File: src/hdl/dftr_pkg.sv
package dftr_pkg;

	localparam int CFG_IDX_W  = 2;
	localparam int CFG_DATA_W = 31;

	localparam logic [CFG_IDX_W-1:0] REG_THRESHOLD = 2'd0;
	localparam logic [CFG_IDX_W-1:0] REG_PERIOD    = 2'd1;

	localparam logic [30:0] THRESHOLD_RST = 31'd1000;
	localparam logic [15:0] PERIOD_RST    = 16'd1000;
	localparam logic [16:0] PERIOD_MAX    = 17'd65535;

	localparam logic [15:0] DNS_PORT      = 16'd53;
	localparam logic [15:0] DNS_HDR_BYTES = 16'd12;
	localparam logic [15:0] FLAG_QR_TC    = 16'h8200;

	// 0x4500 + 40 + 0x4000 (DF) + 0x4011 (ttl 64, udp)
	localparam logic [18:0] IP_CONST_SUM  = 19'h0C539;
	// proto 17 + udp len 20 + src port 53 + udp len 20
	localparam logic [19:0] UDP_CONST_SUM = 20'd110;

	localparam int TDATA_W = 192;
	localparam int TUSER_W = 2;

	typedef struct packed {
		logic [15:0] ar_count;
		logic [15:0] ns_count;
		logic [15:0] an_count;
		logic [15:0] dns_flags;
		logic [15:0] dns_id;
		logic [15:0] dns_len;
		logic [15:0] dport;
		logic [15:0] src_port;
		logic [31:0] dst_ip;
		logic [31:0] src_ip;
	} pkt_t;

	typedef struct packed {
		logic tick;
		logic count;
	} ctrl_ev_t;

endpackage

File: src/hdl/dns_flood_truncation_responder.sv
// Channel  | Dir | Handshake          | Payload
// s        | in  | s_tvalid/s_tready  | s_tdata packet fields, s_tuser type and udp flag
// m        | out | m_tvalid/m_tready  | m_tdata reply fields, m_tuser verdict and reply flag
// cfg      | in  | cfg_we             | cfg_addr register index, cfg_wdata value
// One request per cycle sustained while m_tready holds; a packet passes the input register, then the result register.
// Ticks pass through the input register, update the period counters and produce no result.
// Flood state is read and updated in the input stage, so back-to-back requests see it current.
// A stalled result register holds its packet; ticks still drain behind it.
// arst_n clears the counters and flood mode and loads the register defaults.
module dns_flood_truncation_responder import dftr_pkg::*; (
	input  logic                  clk,
	input  logic                  arst_n,
	input  logic                  s_tvalid,
	output logic                  s_tready,
	// src_ip, dst_ip, src_port, dport, dns_len, dns_id, dns_flags,
	// an_count, ns_count, ar_count
	input  logic [TDATA_W-1:0]    s_tdata,
	// req_type, is_ipv4_udp
	input  logic [TUSER_W-1:0]    s_tuser,
	output logic                  m_tvalid,
	input  logic                  m_tready,
	// reply_src_ip, reply_dst_ip, reply_dport, reply_ip_checksum,
	// reply_udp_checksum, reply_dns_id, reply_dns_flags, reply_an_count,
	// reply_ns_count, reply_ar_count
	output logic [TDATA_W-1:0]    m_tdata,
	// verdict, reply_valid
	output logic [TUSER_W-1:0]    m_tuser,
	input  logic                  cfg_we,
	input  logic [CFG_IDX_W-1:0]  cfg_addr,
	input  logic [CFG_DATA_W-1:0] cfg_wdata
);

	logic                vld_s1;
	logic                tick_s1;
	logic                udp_s1;
	pkt_t                pkt_s1;
	logic                res_vld_s2;
	logic [TDATA_W-1:0]  res_data_s2;
	logic [TUSER_W-1:0]  res_user_s2;

	logic                adv;
	logic                is_dns;
	logic                runt;
	logic                counted;
	logic                reply;
	logic                verdict;
	logic                flood;
	logic [15:0]         flags_or;
	logic [15:0]         ip_ck;
	logic [15:0]         udp_ck;
	logic [TDATA_W-1:0]  reply_data;
	ctrl_ev_t            ev;

	assign adv      = vld_s1 && (tick_s1 || !res_vld_s2 || m_tready);
	assign s_tready = !vld_s1 || adv;

	always_ff @(posedge clk or negedge arst_n) begin
		if (!arst_n) begin
			vld_s1 <= 1'b0;
		end else if (s_tvalid && s_tready) begin
			vld_s1 <= 1'b1;
		end else if (adv) begin
			vld_s1 <= 1'b0;
		end
	end

	always_ff @(posedge clk) begin
		if (s_tvalid && s_tready) begin
			tick_s1 <= s_tuser[0];
			udp_s1  <= s_tuser[1];
			pkt_s1  <= s_tdata;
		end
	end

	assign is_dns   = udp_s1 && pkt_s1.dport == DNS_PORT;
	assign runt     = pkt_s1.dns_len < DNS_HDR_BYTES;
	assign counted  = is_dns && !runt;
	assign reply    = counted && flood;
	assign verdict  = is_dns && (runt || flood);
	assign flags_or = pkt_s1.dns_flags | FLAG_QR_TC;

	assign ev.tick  = adv && tick_s1;
	assign ev.count = adv && !tick_s1 && counted;

	dftr_ctrl u_ctrl (
		.clk       (clk),
		.arst_n    (arst_n),
		.cfg_we    (cfg_we),
		.cfg_addr  (cfg_addr),
		.cfg_wdata (cfg_wdata),
		.ev        (ev),
		.flood     (flood)
	);

	dftr_csum u_csum (
		.sip    (pkt_s1.src_ip),
		.dip    (pkt_s1.dst_ip),
		.sport  (pkt_s1.src_port),
		.id     (pkt_s1.dns_id),
		.flags  (flags_or),
		.an     (pkt_s1.an_count),
		.ns     (pkt_s1.ns_count),
		.ar     (pkt_s1.ar_count),
		.ip_ck  (ip_ck),
		.udp_ck (udp_ck)
	);

	assign reply_data = {pkt_s1.ar_count, pkt_s1.ns_count, pkt_s1.an_count, flags_or,
		pkt_s1.dns_id, udp_ck, ip_ck, pkt_s1.src_port, pkt_s1.src_ip, pkt_s1.dst_ip};

	always_ff @(posedge clk or negedge arst_n) begin
		if (!arst_n) begin
			res_vld_s2 <= 1'b0;
		end else if (adv && !tick_s1) begin
			res_vld_s2 <= 1'b1;
		end else if (m_tready) begin
			res_vld_s2 <= 1'b0;
		end
	end

	always_ff @(posedge clk) begin
		if (adv && !tick_s1) begin
			res_data_s2 <= reply ? reply_data : '0;
			res_user_s2 <= {reply, verdict};
		end
	end

	assign m_tvalid = res_vld_s2;
	assign m_tdata  = res_data_s2;
	assign m_tuser  = res_user_s2;

	a_reply_drops: assert property (@(posedge clk) disable iff (!arst_n)
		(m_tvalid && m_tuser[1]) |-> m_tuser[0])
		else $error("reply emitted for an accepted packet");

	a_no_reply_zero: assert property (@(posedge clk) disable iff (!arst_n)
		(m_tvalid && !m_tuser[1]) |-> m_tdata == '0)
		else $error("reply fields not cleared without a reply");

	a_no_overwrite: assert property (@(posedge clk) disable iff (!arst_n)
		(res_vld_s2 && !m_tready) |-> !(adv && !tick_s1))
		else $error("stalled result overwritten");

endmodule

File: src/hdl/dftr_ctrl.sv
module dftr_ctrl import dftr_pkg::*; (
	input  logic                 clk,
	input  logic                 arst_n,
	input  logic                 cfg_we,
	input  logic [CFG_IDX_W-1:0] cfg_addr,
	input  logic [CFG_DATA_W-1:0] cfg_wdata,
	input  ctrl_ev_t             ev,
	output logic                 flood
);

	logic [30:0] threshold_q;
	logic [15:0] period_q;
	logic [31:0] qcount_q;
	logic [15:0] tcount_q;
	logic        flood_q;
	logic [16:0] tick_next;
	logic        period_end;

	assign tick_next  = {1'b0, tcount_q} + 17'd1;
	assign period_end = tick_next >= {1'b0, period_q};
	assign flood      = flood_q;

	always_ff @(posedge clk or negedge arst_n) begin
		if (!arst_n) begin
			threshold_q <= THRESHOLD_RST;
			period_q    <= PERIOD_RST;
		end else if (cfg_we) begin
			unique case (cfg_addr)
				REG_THRESHOLD: begin
					if (cfg_wdata != '0)
						threshold_q <= cfg_wdata;
				end
				REG_PERIOD: begin
					if (cfg_wdata[15:0] != 16'd0 && {1'b0, cfg_wdata[15:0]} <= PERIOD_MAX)
						period_q <= cfg_wdata[15:0];
				end
				default: ;
			endcase
		end
	end

	always_ff @(posedge clk or negedge arst_n) begin
		if (!arst_n) begin
			qcount_q <= '0;
			tcount_q <= '0;
			flood_q  <= 1'b0;
		end else if (ev.tick) begin
			if (period_end) begin
				flood_q  <= qcount_q > {1'b0, threshold_q};
				qcount_q <= '0;
				tcount_q <= '0;
			end else begin
				tcount_q <= tick_next[15:0];
			end
		end else if (ev.count && qcount_q != '1) begin
			qcount_q <= qcount_q + 32'd1;
		end
	end

	a_flood_on_tick: assert property (@(posedge clk) disable iff (!arst_n)
		!$stable(flood_q) |-> $past(ev.tick))
		else $error("flood mode changed without a period end");

	a_clear_on_tick: assert property (@(posedge clk) disable iff (!arst_n)
		(qcount_q == '0 && $past(qcount_q) != '0) |-> $past(ev.tick && period_end))
		else $error("query count cleared outside period end");

	a_no_count_on_tick: assert property (@(posedge clk) disable iff (!arst_n)
		ev.tick |-> !ev.count)
		else $error("tick and count in one cycle");

endmodule

File: src/hdl/dftr_csum.sv
module dftr_csum import dftr_pkg::*; (
	input  logic [31:0] sip,
	input  logic [31:0] dip,
	input  logic [15:0] sport,
	input  logic [15:0] id,
	input  logic [15:0] flags,
	input  logic [15:0] an,
	input  logic [15:0] ns,
	input  logic [15:0] ar,
	output logic [15:0] ip_ck,
	output logic [15:0] udp_ck
);

	logic [18:0] addr_sum;
	logic [18:0] ip_sum;
	logic [16:0] ip_f1;
	logic [15:0] ip_f2;
	logic [19:0] udp_sum;
	logic [16:0] udp_f1;
	logic [15:0] udp_f2;
	logic [15:0] udp_raw;

	assign addr_sum = {3'b0, dip[31:16]} + {3'b0, dip[15:0]}
		+ {3'b0, sip[31:16]} + {3'b0, sip[15:0]};

	assign ip_sum = IP_CONST_SUM + addr_sum;
	assign ip_f1  = {1'b0, ip_sum[15:0]} + {14'b0, ip_sum[18:16]};
	assign ip_f2  = ip_f1[15:0] + {15'b0, ip_f1[16]};
	assign ip_ck  = ~ip_f2;

	assign udp_sum = UDP_CONST_SUM + {1'b0, addr_sum}
		+ {4'b0, sport} + {4'b0, id} + {4'b0, flags}
		+ {4'b0, an} + {4'b0, ns} + {4'b0, ar};
	assign udp_f1  = {1'b0, udp_sum[15:0]} + {13'b0, udp_sum[19:16]};
	assign udp_f2  = udp_f1[15:0] + {15'b0, udp_f1[16]};
	assign udp_raw = ~udp_f2;
	assign udp_ck  = (udp_raw == 16'd0) ? 16'hFFFF : udp_raw;

endmodule
File: config.mk
export PLATFORM = sky130hd
export DESIGN_NAME = dns_flood_truncation_responder
export DESIGN_NICKNAME = d
export VERILOG_FILES = /design/src/hdl/dftr_pkg.sv /design/src/hdl/dns_flood_truncation_responder.sv /design/src/hdl/dftr_ctrl.sv /design/src/hdl/dftr_csum.sv
export SDC_FILE = /design/constraint.sdc
export NUM_CORES = 1
export LEC_CHECK = 0
export BUFFER_PORTS_ARGS = -buffer_cell sky130_fd_sc_hd__clkbuf_2
export CORE_MARGIN = 4
export CORE_UTILIZATION = 40
export DETAILED_ROUTE_END_ITERATION = 8
export GPL_TIMING_DRIVEN = 0
export PLACE_DENSITY = 0.61
export SLEW_MARGIN = 20
export SYNTH_ARGS = -nofsm -noshare
export SYNTH_HDL_FRONTEND = slang
export SYNTH_SLANG_ARGS = --single-unit
File: constraint.sdc
create_clock -name clk -period 14.9 [get_ports clk]
set_input_delay 2.235 -clock clk [delete_from_list [all_inputs] [get_ports clk]]
set_output_delay 2.235 -clock clk [all_outputs]
set_load 0.02 [all_outputs]
==> impl.org <==
** Clock tree
- Post-CTS Setup Inserts :: 0
- Clock-pin slew was measured on the worst setup and hold paths at 0.06 ns.
- Clock tree buffer depth :: 3
- The later pin in the worst-skew pair is clocked with a latency of 0.61 ns.
- CTS root buf :: sky130_fd_sc_hd__clkbuf_16
- The H-tree was split into 2 levels.
- TritonCTS clock tree :: built
- Hold-fix buffers at CTS :: 0
- Post-CTS repair changed the size of 0 cells.
- In this run, CTS created clock tree buffers numbering 52.
- Total clock sinks :: 480

** Yosys
- Number of flops mapped to enable cells by yosys :: 382
- After synthesis, the share of flip-flops with an asynchronous set or reset is 0.204.
- The Yosys step of the flow raised 0 warnings.
- The most common cell in the synthesized netlist is sky130_fd_sc_hd__edfxtp_1.
- Top_reg_cell synth :: sky130_fd_sc_hd__edfxtp_1
- Counting distinct cell types in the post-synthesis netlist gives 95.
- Share of the synthesized area in the top cell type :: 0.448
- Synthesis produced a netlist whose cell count is 2087.
- In this run, synthesis produced a sequential element count of 480.
- Commonest cells in the netlist :: sky130_fd_sc_hd__edfxtp_1 (382), sky130_fd_sc_hd__inv_1 (280), sky130_fd_sc_hd__ha_1 (133)
- Sequential area share after synthesis :: 0.544
- Cells taking the most area after synthesis :: sky130_fd_sc_hd__edfxtp_1 (45%), sky130_fd_sc_hd__dfrtp_1 (8.4%), sky130_fd_sc_hd__fa_1 (7.7%)
- A synthesized cell averages 12.3 um2.
- Library cell occupying the most area in the post-synthesis netlist :: sky130_fd_sc_hd__edfxtp_1
- The number of nets in the synthesized netlist is 2550.
- The cell area that synthesis handed to floorplanning was 0.0256 mm2.

** Routing
- The routed layout has 17491 vias.
- Per-cell routed wire length :: 19.5 um
- For this block, the routed nets add up to 67700 um of wire.
- DRC marker count from the first detailed-route iteration :: 1125
- For this run, the detailed router's first-pass iteration total came to 5.
- Average vias per placed instance :: 5.03
- After detailed routing, the number of remaining DRC violations is 0.
- Antenna-violating nets left :: 0

** GRT
- Total global routing overflow :: 0
- Via count of the first global-routing pass :: 18091
- Global routing usage summed across all routing layers :: 0.196
- Number of antenna violations at the first check in global routing :: 4
- First-pass GRT wire length :: 103000 um
- Entering global routing, the biggest net connects 58 pins.

** Setup path
- R2R Setup Slk :: 1.68 ns
- Along the worst path, the maximum fanout reaches 10.
- In this design, the stage delay of the slowest critical-path cell is 0.58 ns.
- The slowest stage of the critical path belongs to the cell sky130_fd_sc_hd__a211oi_2.
- Worst setup SP type :: flip-flop
- Arr. time, crit path :: 13.62 ns
- Data required time at the worst endpoint :: 15.31 ns
- STA classifies the critical path endpoint as a flip-flop.
- Counting stages on the worst path, the most repeated cell is sky130_fd_sc_hd__o21ai_0.
- Type of the worst setup path :: flip-flop to flip-flop

** Timing
- The final-report max-slew violation count was 0.
- Tcrit/Tclk final :: 0.887
- At the pin with the least slew margin, the transition time is 0.940 ns.
- Max Clock Freq :: 0.0757 GHz
- Clock skew on the completed layout was measured at 0.0301 ns.
- The routed design could run at a clock period as short as 13.22 ns.
- Endpoints failing hold :: 0
- Setup violations remaining at the end of the flow were counted as 0.
- Max-Slew Margin vs Limit :: 0.373
- Unrepaired setup endpoints after global routing :: no

** Run status
- Outcome :: completed

** Die
- Die outline area :: 0.0682 mm2
- The floorplan has 92 rows.
- Die span in x :: 261 um
- Measured along the y axis, the die boundary spans 261 um.
- The initial utilization of the core area, before any placement, comes to 0.406.
- Area of the core :: 0.0632 mm2
- Io pins :: 428

** Place
- After legalization and detailed placement, the total HPWL measured 53900 um.
- The count of buffers added on input and output ports is 423.
- Routability cong. :: 0.894
- Placed Instances :: 3375

** Hold path
- The path class of the tightest hold or removal check is flip-flop to flip-flop.

** Finish
- At the end of the flow, the number of nets in the layout was 3046.
- Of the cells placed in the final design, the portion with a size suffix greater than 1 is 0.238.
- The area growth from synthesis to layout is 20.7%.
- Final Non-Filler Cells :: 3477

** Job
- Max-cap violations in this run came to 0.
## layout make-up
class	instances	area (um2)
well taps	846	1060
repair buffers	442	2580
fillers	5645	32300
clock buffers	65	1350
multi-input cells	1275	10400
diodes	4	10.0
flip-flops and latches	480	13900
inverters	281	1050
plain buffers	51	224
clock inverters	33	292
## cell families (layout without fill, tap and decap cells)
family | count (synthesis) | after routing | synth area share
AND/OR/NAND/NOR | 554 | 554 | 0.115
adder cells (fa/ha/maj) | 231 | 231 | 0.141
XOR/XNOR | 118 | 118 | 0.0432
buffers and inverters | 332 | 872 | 0.0498
multiplexers | 57 | 57 | 0.0246
flip-flops | 480 | 480 | 0.544
AO/OA/AOI/OAI | 315 | 315 | 0.0818
other | 0 | 4 | 0
## path summary, 6_finish.rpt
path                       cells after the start                   start                      to
max                                           56              pkt_s1[48]            m_tdata[109]
min                                            1  u_ctrl.threshold_q[30]  u_ctrl.threshold_q[30]
max reg2reg                                   56              pkt_s1[48]            m_tdata[109]
min reg2reg                                    1  u_ctrl.threshold_q[30]  u_ctrl.threshold_q[30]
max in group asynchronous                      2                  arst_n     u_ctrl.tcount_q[10]
min in group asynchronous                      1                  arst_n  u_ctrl.threshold_q[14]
## flip-flops by register name (all words and copies together), names as in the netlist
signal / flops
u_ctrl.flood: 1
m_tuser: 1
u_ctrl.tcount_q: 16
udp_s1: 1
m_tdata: 191
pkt_s1: 174
vld_s1: 1
flags_or: 14
u_ctrl.threshold_q: 31
u_ctrl.qcount_q: 32
m_tvalid: 1
u_ctrl.period_q: 16
tick_s1: 1
## layer usage
| metal | wire, um | vias up | part of all wire | GRT usage |
|---|---|---|---|---|
| met5 | 34 | - | 0.00050 | 0 |
| met4 | 2200 | 4 | 0.032 | 0.0648 |
| met3 | 4090 | 110 | 0.060 | 0.0334 |
| met2 | 33600 | 507 | 0.50 | 0.338 |
| met1 | 27800 | 8536 | 0.41 | 0.252 |
| li1 | - | 8334 | - | - |
## per-stage QoR
stage | util | area [um2] | TNS [ns] | hold slack (ns) | setup WS [ns]
global placement | 0.456 | 28800 | -626.08 | 0.492 | -5.81
CTS | 0.489 | 30900 | 0 | 0.509 | 1.68
detailed placement | 0.463 | 29300 | 0 | 0.496 | 1.81
finish | 0.490 | 30900 | 0 | 0.506 | 1.68
global route | 0.489 | 30900 | 0 | 0.518 | 0.367
floorplan | - | 25600 | 0 | 0.470 | 1.20
## worst max-delay path, delay by kind of cell, from the launching register on
family	cells	cell delay (ns)
buffers and inverters	9	1.35
and+or+nand+nor	14	2.95
adders and majority gates	11	3.74
AOI/OAI and AO/OA	20	4.24
DFF	1	0.37
xor gates and xnor gates	2	0.35
## cell usage in the layout, fill, tap and decap left out, drive strengths merged, types with 11 or more instances in the layout
cell	instances
dfrtp	86
buf	24
clkinv	23
a21o	24
nor2	114
nor2b	17
or3	11
xor2	59
nor3	27
nand4	39
nor4	23
xnor2	57
o21a	17
fa	98
nand2b	13
dfstp	12
nand3	55
edfxtp	382
and3	17
nand2	83
o21ai	75
inv	285
clkbuf	534
and2	117
a31oi	22
mux2	47
ha	133
a21oi	87
Power is left out: the tool's default activity adds up to more than one toggle a clock period on the data nets, which glitch-free logic cannot reach.
